## src/rtl/hec_pkg.sv

```systemverilog
// Shared constants, configuration struct and position helpers for the
// Hamming encoder and syndrome checker. No dependencies.
package hec_pkg;

  localparam int MAX_DATA_BITS = 57;
  localparam int CW_BITS       = 63;
  localparam int SYN_BITS      = 6;
  localparam int CFG_W         = 6;
  localparam int PC_W          = 3;
  localparam int GROUP_SIZE    = 16;
  localparam int GROUPS        = 4;

  localparam logic ACT_ENCODE = 1'b0;
  localparam logic ACT_CHECK  = 1'b1;

  typedef struct packed {
    logic [MAX_DATA_BITS-1:0] data_mask;
    logic [CW_BITS-1:0]       rx_mask;
    logic [PC_W-1:0]          parity_count;
  } cfg_t;

  typedef logic [SYN_BITS-1:0] part_t [GROUPS];

  // One-based codeword position of data bit k.
  function automatic logic [SYN_BITS-1:0] data_pos(input int k);
    int cnt;
    logic [SYN_BITS-1:0] res;
    cnt = 0;
    res = '0;
    for (int p = 1; p <= CW_BITS; p++) begin
      if ((p & (p - 1)) != 0) begin
        if (cnt == k) res = SYN_BITS'(p);
        cnt++;
      end
    end
    return res;
  endfunction

  // Smallest r with 2^r >= m + r + 1.
  function automatic logic [PC_W-1:0] parity_bits_for(input logic [CFG_W-1:0] m);
    logic [PC_W-1:0] r;
    logic            found;
    r = PC_W'(6);
    found = 1'b0;
    for (int i = 1; i <= SYN_BITS; i++) begin
      if (!found && (7'(1 << i) >= 7'(m) + 7'(i) + 7'd1)) begin
        r = PC_W'(i);
        found = 1'b1;
      end
    end
    return r;
  endfunction

endpackage

```

## src/rtl/hamming_encode_and_check_top.sv

```systemverilog
// Top level of the even-parity Hamming encoder and syndrome checker.
// Depends on hec_pkg, hec_cfg, hec_front and hec_merge.
//
// One request is taken on every cycle that start is high; busy is always low.
// Each result appears for one cycle, marked by done, in request order, once
// the request has passed the three register stages (mask, partial syndromes,
// output). The receiver cannot stall, so results must be taken as they
// appear. The data width register is written through cfg_valid/cfg_ready
// (always ready) and must change only while no request is in flight.
module hamming_encode_and_check_top import hec_pkg::*; (
  input  logic                     clk,
  input  logic                     rst,
  input  logic                     start,
  output logic                     busy,
  input  logic                     cfg_valid,
  output logic                     cfg_ready,
  input  logic [CFG_W-1:0]         cfg_data,
  input  logic                     action,
  input  logic [MAX_DATA_BITS-1:0] data_word,
  input  logic [CW_BITS-1:0]       received_word,
  output logic                     done,
  output logic [CW_BITS-1:0]       codeword,
  output logic [SYN_BITS-1:0]      syndrome,
  output logic                     error_detected,
  output logic [PC_W-1:0]          parity_count
);

  cfg_t               cfg;
  logic               s2_valid;
  logic               s2_action;
  logic [CW_BITS-1:0] s2_word;
  part_t              s2_part;
  logic [PC_W-1:0]    s2_r;

  assign busy = 1'b0;

  hec_cfg u_cfg (
    .clk       (clk),
    .rst       (rst),
    .cfg_valid (cfg_valid),
    .cfg_ready (cfg_ready),
    .cfg_data  (cfg_data),
    .cfg       (cfg)
  );

  hec_front u_front (
    .clk           (clk),
    .rst           (rst),
    .start         (start && !busy),
    .cfg           (cfg),
    .action        (action),
    .data_word     (data_word),
    .received_word (received_word),
    .s2_valid      (s2_valid),
    .s2_action     (s2_action),
    .s2_word       (s2_word),
    .s2_part       (s2_part),
    .s2_r          (s2_r)
  );

  hec_merge u_merge (
    .clk            (clk),
    .rst            (rst),
    .s2_valid       (s2_valid),
    .s2_action      (s2_action),
    .s2_word        (s2_word),
    .s2_part        (s2_part),
    .s2_r           (s2_r),
    .done           (done),
    .codeword       (codeword),
    .syndrome       (syndrome),
    .error_detected (error_detected),
    .parity_count   (parity_count)
  );

endmodule

```

## src/rtl/hec_cfg.sv

```systemverilog
// Data width register and the masks and parity count derived from it.
// Depends on hec_pkg.
module hec_cfg import hec_pkg::*; (
  input  logic             clk,
  input  logic             rst,
  input  logic             cfg_valid,
  output logic             cfg_ready,
  input  logic [CFG_W-1:0] cfg_data,
  output cfg_t             cfg
);

  logic [CFG_W-1:0] data_bits;
  logic [CFG_W-1:0] m;
  logic [CFG_W-1:0] n;
  logic [PC_W-1:0]  r;

  assign cfg_ready = 1'b1;

  always_ff @(posedge clk) begin
    if (rst) begin
      data_bits <= CFG_W'(26);
    end else if (cfg_valid && cfg_ready) begin
      data_bits <= cfg_data;
    end
  end

  always_comb begin
    if (data_bits == '0) m = CFG_W'(1);
    else if (data_bits > CFG_W'(MAX_DATA_BITS)) m = CFG_W'(MAX_DATA_BITS);
    else m = data_bits;
    r = parity_bits_for(m);
    n = m + CFG_W'(r);
    for (int i = 0; i < MAX_DATA_BITS; i++) begin
      cfg.data_mask[i] = (7'(i) < 7'(m));
    end
    for (int i = 0; i < CW_BITS; i++) begin
      cfg.rx_mask[i] = (7'(i) < 7'(n));
    end
    cfg.parity_count = r;
  end

endmodule

```

## src/rtl/hec_front.sv

```systemverilog
// Stages one and two: mask the request, scatter data into codeword
// positions and fold positions into per-group partial syndromes. Depends on hec_pkg.
module hec_front import hec_pkg::*; (
  input  logic                     clk,
  input  logic                     rst,
  input  logic                     start,
  input  cfg_t                     cfg,
  input  logic                     action,
  input  logic [MAX_DATA_BITS-1:0] data_word,
  input  logic [CW_BITS-1:0]       received_word,
  output logic                     s2_valid,
  output logic                     s2_action,
  output logic [CW_BITS-1:0]       s2_word,
  output part_t                    s2_part,
  output logic [PC_W-1:0]          s2_r
);

  logic                     s1_valid;
  logic                     s1_action;
  logic [MAX_DATA_BITS-1:0] s1_data;
  logic [CW_BITS-1:0]       s1_rx;
  logic [PC_W-1:0]          s1_r;
  logic [CW_BITS-1:0]       word_next;
  part_t                    part_next;

  always_ff @(posedge clk) begin
    if (rst) begin
      s1_valid <= 1'b0;
      s2_valid <= 1'b0;
    end else begin
      s1_valid <= start;
      s2_valid <= s1_valid;
    end
  end

  always_ff @(posedge clk) begin
    s1_action <= action;
    s1_data   <= data_word & cfg.data_mask;
    s1_rx     <= received_word & cfg.rx_mask;
    s1_r      <= cfg.parity_count;
    s2_action <= s1_action;
    s2_word   <= word_next;
    s2_part   <= part_next;
    s2_r      <= s1_r;
  end

  always_comb begin
    if (s1_action == ACT_CHECK) begin
      word_next = s1_rx;
    end else begin
      word_next = '0;
      for (int k = 0; k < MAX_DATA_BITS; k++) begin
        word_next[data_pos(k) - SYN_BITS'(1)] = s1_data[k];
      end
    end
    for (int g = 0; g < GROUPS; g++) begin
      part_next[g] = '0;
      for (int j = 0; j < GROUP_SIZE; j++) begin
        if ((g * GROUP_SIZE + j >= 1) && (g * GROUP_SIZE + j <= CW_BITS)) begin
          if (word_next[g * GROUP_SIZE + j - 1]) begin
            part_next[g] = part_next[g] ^ SYN_BITS'(g * GROUP_SIZE + j);
          end
        end
      end
    end
  end

endmodule

```

## src/rtl/hec_merge.sv

```systemverilog
// Stage three: combine partial syndromes, insert parity or report the
// check result into the output registers. Depends on hec_pkg.
module hec_merge import hec_pkg::*; (
  input  logic               clk,
  input  logic               rst,
  input  logic               s2_valid,
  input  logic               s2_action,
  input  logic [CW_BITS-1:0] s2_word,
  input  part_t              s2_part,
  input  logic [PC_W-1:0]    s2_r,
  output logic               done,
  output logic [CW_BITS-1:0] codeword,
  output logic [SYN_BITS-1:0] syndrome,
  output logic               error_detected,
  output logic [PC_W-1:0]    parity_count
);

  logic [SYN_BITS-1:0] syn;
  logic [CW_BITS-1:0]  cw_next;

  always_comb begin
    syn = '0;
    for (int g = 0; g < GROUPS; g++) begin
      syn = syn ^ s2_part[g];
    end
    cw_next = s2_word;
    for (int i = 0; i < SYN_BITS; i++) begin
      cw_next[(1 << i) - 1] = syn[i];
    end
  end

  always_ff @(posedge clk) begin
    if (rst) begin
      done <= 1'b0;
    end else begin
      done <= s2_valid;
    end
  end

  always_ff @(posedge clk) begin
    parity_count <= s2_r;
    if (s2_action == ACT_CHECK) begin
      codeword       <= '0;
      syndrome       <= syn;
      error_detected <= (syn != '0);
    end else begin
      codeword       <= cw_next;
      syndrome       <= '0;
      error_detected <= 1'b0;
    end
  end

  a_err_matches_syn: assert property (@(posedge clk) disable iff (rst)
    done |-> (error_detected == (syndrome != '0)))
    else $error("error flag disagrees with syndrome");

  a_encode_no_syn: assert property (@(posedge clk) disable iff (rst)
    (done && codeword != '0) |-> (syndrome == '0))
    else $error("encode result carries a syndrome");

  a_done_follows: assert property (@(posedge clk) disable iff (rst)
    s2_valid |=> done)
    else $error("request dropped in last stage");

  a_pc_range: assert property (@(posedge clk) disable iff (rst)
    done |-> (parity_count >= PC_W'(2) && parity_count <= PC_W'(6)))
    else $error("parity count out of range");

endmodule

```

## config.mk

```make
export PLATFORM = sky130hd
export DESIGN_NAME = hamming_encode_and_check_top
export DESIGN_NICKNAME = d
export VERILOG_FILES = /design/src/rtl/hec_pkg.sv /design/src/rtl/hamming_encode_and_check_top.sv /design/src/rtl/hec_cfg.sv /design/src/rtl/hec_front.sv /design/src/rtl/hec_merge.sv
export SDC_FILE = /design/constraint.sdc
export NUM_CORES = 1
export LEC_CHECK = 0
export ABC_AREA = 1
export BUFFER_PORTS_ARGS = -buffer_cell sky130_fd_sc_hd__buf_2
export CORE_ASPECT_RATIO = 0.75
export CORE_MARGIN = 5
export CORE_UTILIZATION = 25
export DETAILED_ROUTE_END_ITERATION = 7
export MAX_ROUTING_LAYER = met4
export PLACE_DENSITY = 0.51
export SYNTH_ARGS = -nofsm -noshare
export SYNTH_HDL_FRONTEND = slang
export SYNTH_SLANG_ARGS = --single-unit
```

## constraint.sdc

```tcl
create_clock -name clk -period 10.4 [get_ports clk]
set_input_delay 0.52 -clock clk [delete_from_list [all_inputs] [get_ports clk]]
set_output_delay 0.52 -clock clk [all_outputs]
set_load 0.05 [all_outputs]
```

Word-level counts from Yosys, hierarchy flattened
Index checks and enable logic that the tools add are counted. Widths: inputs -> output; s select.

Output and inout bits: 76. Register bits after elaboration: 294. Logic and storage cells: 7263.

Muxes and demuxes: 3552. Magnitude comparators: 241. Bitwise operators: 65. Add/sub/neg operators: 125. Equal/unequal tests: 3136. Reduce and logical (&&, ||, !) cells: 125.

Operators by type and width (count): $eq 32x7->1 const B (1400); $eq 32x6->1 const B (896); $eq 32x5->1 const B (448); $mux 6 (1858); $eq 32x4->1 const B (224); $mux 5 (871); $eq 32x3->1 const B (112); $bwmux 63 (56); $eq 32x2->1 const B (56); $logic_not 32->1 (56); $mux 32 (56); $add 32x2->32 const B (55); $mux 4 (407); $mux 3 (181); $lt 6x7->1 const B (57); $demux 1 s6 (57); $ge 6x1->1 const B (57); $sub 6x1->6 const B (57); $lt 6x6->1 const A (56); $lt 5x6->1 const A (32); $and 63x63->63 (2); $lt 4x6->1 const A (16); $mux 1 (63); $mux 63 (1); other kinds (29) (170).

Depth between registers and ports, before layout
Word-level depth: 208. Gate-level depth with buffers: 28. Mapped depth without buffers: 27.

Hierarchy
A second synthesis with hierarchy kept.

Cell total of the unflattened synthesis: 1689. Area total of the unflattened synthesis: 12523.3 um2.

Modules (own cells, without submodules): hec_front (cells each 995, times used 1, sequential area each 4244.1 um2, area an instance 8057.7 um2); hec_merge (cells each 290, times used 1, sequential area each 1481.4 um2, area an instance 2384.8 um2); hec_cfg (cells each 402, times used 1, sequential area each 120.1 um2, area an instance 2069.5 um2); hamming_encode_and_check_top (cells each 2, times used 1, sequential area each 0.0 um2, area an instance 11.3 um2).

Least setup slack after synthesis
Ideal clock, no wire load.

Path type: flip-flop to flip-flop. Start: reg u_cfg.data_bits[5]. End: reg u_front.s1_rx[33]. Setup slack: 6.432 ns. Period minus slack after synthesis: 3.968 ns. Stages on the path, launching flop included: 28. Required time: 10.290 ns. Data arrival time: 3.858 ns. Library setup time: 0.110 ns. Cells stage by stage: dfxtp_1 -> buf_2 -> nand3_2 -> nand2_1 -> inv_1 -> ha_1 -> nand2_1 -> nand2_1 -> nand2_1 -> nand2_1 -> o21ai_0 -> nand2_1 -> nand3_1 -> nor2b_1 -> nand2_1 -> nand2_1 -> ha_1 -> inv_1 -> fa_1 -> o22ai_2 -> xor2_4 -> inv_2 -> nor2_4 -> inv_2 -> nor2_1 -> nand2_1 -> nand3_1 -> inv_1.

RTL lines: from (decl) (RTL line hec_cfg.sv:12) `logic [CFG_W-1:0] data_bits;`; from (signal assigned) (RTL line hec_cfg.sv:23) `data_bits <= cfg_data;`; to (signal assigned) (RTL line hec_front.sv:39) `s1_rx <= received_word & cfg.rx_mask;`; to (decl) (RTL line hec_front.sv:21) `logic [CW_BITS-1:0] s1_rx;`.

==> results.json <==
{
  "status": "finished, final reports clean",
  "finalSetupViolations": 0,
  "cts_hold_buf": 0,
  "route.met3.wl_um": 2792,
  "ant_nets": 0,
  "postLayoutCellArea_um2": 13630,
  "relSlewSlack_pct": 46.92,
  "cp_max_fo": 14,
  "path_delay_family": "simple AND/OR/NAND/NOR gates",
  "cp-start-kind": "register",
  "wl_per_cell_um": 17.63,
  "via_count": 8843,
  "slew_violations": 0,
  "holdWs_ns": 0.06566,
  "clk_pin_slew_worst_paths_ns": 0.06,
  "antenna_found_initial": 7,
  "cp.required_ns": 10.86,
  "max_stage_delay_ns": 0.75,
  "ys.flop_type": "dfxtp_1",
  "worst_slack_ns": 4.517,
  "gp_congestion": 0.9238,
  "clk_path_buf_depth": 3,
  "synth-edff-count": 0,
  "path_buf_inv": 5,
  "setup_tns_ns": 0,
  "io_buffers": 204,
  "grt_usage_pct": 15.94,
  "insertion_delay_ns": 0.58,
  "chipWidth_um": 252.2,
  "synth_area_per_cell_um2": 8.118,
  "hold_viol": 0,
  "final_common_cell": "nand2_1",
  "row_count": 66,
  "grt.overflow.total": 0,
  "critPathSlowestCell": "fa_1",
  "met1_length_um": 18120,
  "cts_buffers": 30,
  "start_util_pct": 25.33,
  "layout_common_cells": "nand2_1 (340), dfxtp_1 (284), buf_2 (204), inv_1 (189), nor2_1 (183)",
  "nNetsFinal": 1709,
  "wirelength_um": 38110,
  "worst_slew_pin_slew_ns": 0.7933,
  "pwr-share-comb_pct": 30.4,
  "post-route-min-period_ns": 5.883,
  "fin_skew_ns": 0.009924,
  "grt_max_degree": 69,
  "fin_cells": 2162,
  "grt_pass1_vias": 8891,
  "drive_above_1_share_pct": 18.16,
  "routed.top_layer": "met4",
  "cts_tree": "yes",
  "worstPathCellList": "nand3_2 > nand2_1 > inv_1 > ha_1 > nand2_1 > nand2_1 > nand2_1 > nand2_1 > o21ai_0 > nand2_1 > nand3_1 > nor2b_1 > nand2_1 > nand2_1 > ha_1 > inv_1 > fa_1 > inv_1 > nor2_1 > inv_1 > nor2_1 > nand2_1 > nand3_1 > inv_1",
  "switching_power_mw": 1.269,
  "arrival_ns": 6.35,
  "dieArea_um2": 48340,
  "p_leak_nw": 6.705,
  "grt_pass1_wl_um": 56030,
  "ir_drop_v": 0.0001633,
  "power_frac_seq_pct": 38.1,
  "post-route-period-util_pct": 56.57,
  "detailed_place_hpwl_um": 30810,
  "place_ws_ns": 4.628,
  "max-cap-violations": 0,
  "cts.sinks": 286,
  "ys_seq_area_share_pct": 52.05,
  "route.detailed.drc": 0,
  "p_clk_share_pct": 31.4,
  "p_per_area_nw_per_um2": 261.8,
  "yosysUniqueCellTypes": 48,
  "synth_area_um2": 11000,
  "rsz0062_at_grt": "false",
  "cts-root-buf": "clkbuf_16",
  "die_y_um": 191.7,
  "min_path_type": "in -> reg",
  "syn_inst": 1355,
  "drt_pass1_iterations": 5,
  "vias_per_cell": 4.090,
  "wl_met2_um": 16070,
  "synthesis.nets": 1503,
  "ys_warn_count": 0,
  "placed_area_um2": 12580,
  "drtIter0Drc": 645,
  "htreeDepth": 1,
  "io_pins": 207,
  "async_flop_share_pct": 0,
  "netSwitchingFraction_pct": 35.57,
  "internal_power_mw": 2.298,
  "synth-seq-cells": 286,
  "cts_resized": 0,
  "core_um2": 43440,
  "endpoint_kind": "register",
  "critPathKind": "reg -> reg",
  "cp_common_cell": "nand2_1",
  "cts_setup_buffers": 0,
  "area_growth_syn_to_layout_pct": 23.87,
  "dp.cells": 2107,
  "max_freq_mhz": 170.0
}
[flip-flops by register name, indices dropped and copies added, names as in the netlist]
register	flops
u_front.s1_action	1
u_merge.done	1
u_front.s2_part	19
u_front.s1_rx	63
u_merge.error_detected	1
u_front.s2_word	57
u_merge.parity_count	3
u_front.s2_valid	1
u_merge.syndrome	6
u_front.s1_data	57
u_front.s1_r	3
u_front.s2_action	1
u_merge.codeword	63
u_front.s1_valid	1
u_cfg.data_bits	6
u_front.s2_r	3
[worst paths after layout]
| path | depth (start not counted) | slack, ns | to | startpoint |
|---|---|---|---|---|
| max | 24 | 4.52 | u_front.s1_rx[32] | u_cfg.data_bits[4] |
| min | 1 | 0.07 | u_front.s1_action | action |
| max reg2reg | 24 | 4.52 | u_front.s1_rx[32] | u_cfg.data_bits[4] |
| min reg2reg | 0 | 0.33 | u_merge.parity_count[1] | u_front.s2_r[1] |
[power by group through the flow]
stage / combinational (mW) / clock (mW) / sequential [mW]
floorplan: 0.637 / 0 / 1.51
global placement: 1.09 / 0 / 1.39
detailed placement: 1.09 / 0 / 1.38
CTS: 1.10 / 1.15 / 1.36
global route: 1.20 / 1.20 / 1.38
finish: 1.09 / 1.12 / 1.36
[worst register-to-register path, stage by stage, from the launching register on]
cell	delay [ns]
dfxtp_1	0.73
nand3_2	0.32
nand2_1	0.49
inv_1	0.36
ha_1	0.44
nand2_1	0.14
nand2_1	0.06
nand2_1	0.10
nand2_1	0.08
o21ai_0	0.16
nand2_1	0.07
nand3_1	0.09
nor2b_1	0.13
nand2_1	0.06
nand2_1	0.13
ha_1	0.20
inv_1	0.06
fa_1	0.75
inv_1	0.32
nor2_1	0.16
inv_1	0.18
nor2_1	0.40
nand2_1	0.18
nand3_1	0.11
inv_1	0.06
[layout make-up]
type / count / area (um2)
inverter: 197 / 742.0
tap: 578 / 723.2
timing repair buffer: 208 / 1051
sequential: 286 / 5728
clock inverter: 11 / 196.4
antenna: 4 / 10.01
fill: 4763 / 29810
multi-input combinational: 838 / 4338
clock buffer: 40 / 838.3
[synthesized netlist by cell type, types with 3 or more instances]
master / number / share of area [%]
inv_1: 189 / 6.4
nor2_1: 183 / 6.2
nand2_1: 340 / 12
a21oi_1: 30 / 1.4
nand3_1: 36 / 1.6
a21boi_0: 11 / 0.75
buf_4: 12 / 0.82
xor2_1: 41 / 3.3
xnor2_1: 66 / 5.3
dfxtp_1: 286 / 52
a31oi_1: 9 / 0.51
nand2_2: 4 / 0.23
o21ai_1: 9 / 0.41
o21ai_0: 39 / 1.8
nand4_1: 3 / 0.17
xnor2_2: 6 / 0.89
o31ai_1: 3 / 0.20
buf_2: 6 / 0.27
ha_1: 16 / 1.8
inv_2: 7 / 0.24
clkbuf_1: 14 / 0.48
nor3b_1: 8 / 0.55
[metal layers]
layer / vias up / GRT usage (%)
met1: 3974 / 22.12
li1: 4500 / -
met5: - / -
met3: 65 / 3.560
met4: 0 / 4.132
met2: 304 / 23.61
[kinds of logic after synthesis]
group / Yosys count / synth area share [%]
DFF: 286 / 52.05
AOI/OAI and AO/OA: 116 / 6.165
adders and majority gates: 17 / 2.002
xor gates and xnor gates: 115 / 9.804
and+or+nand+nor: 588 / 21.39
buffers and inverters: 231 / 8.519
other: 2 / 0.06827
[metrics by stage]
| stage | power [mW] | util, % |
|---|---|---|
| after floorplan | 2.149 | - |
| after global placement | 2.471 | 28.97 |
| after detailed placement | 2.476 | 28.97 |
| after CTS | 3.607 | 31.35 |
| after global routing | 3.778 | 31.37 |
| final | 3.567 | 31.37 |
Power figures use the tool's default switching activity.
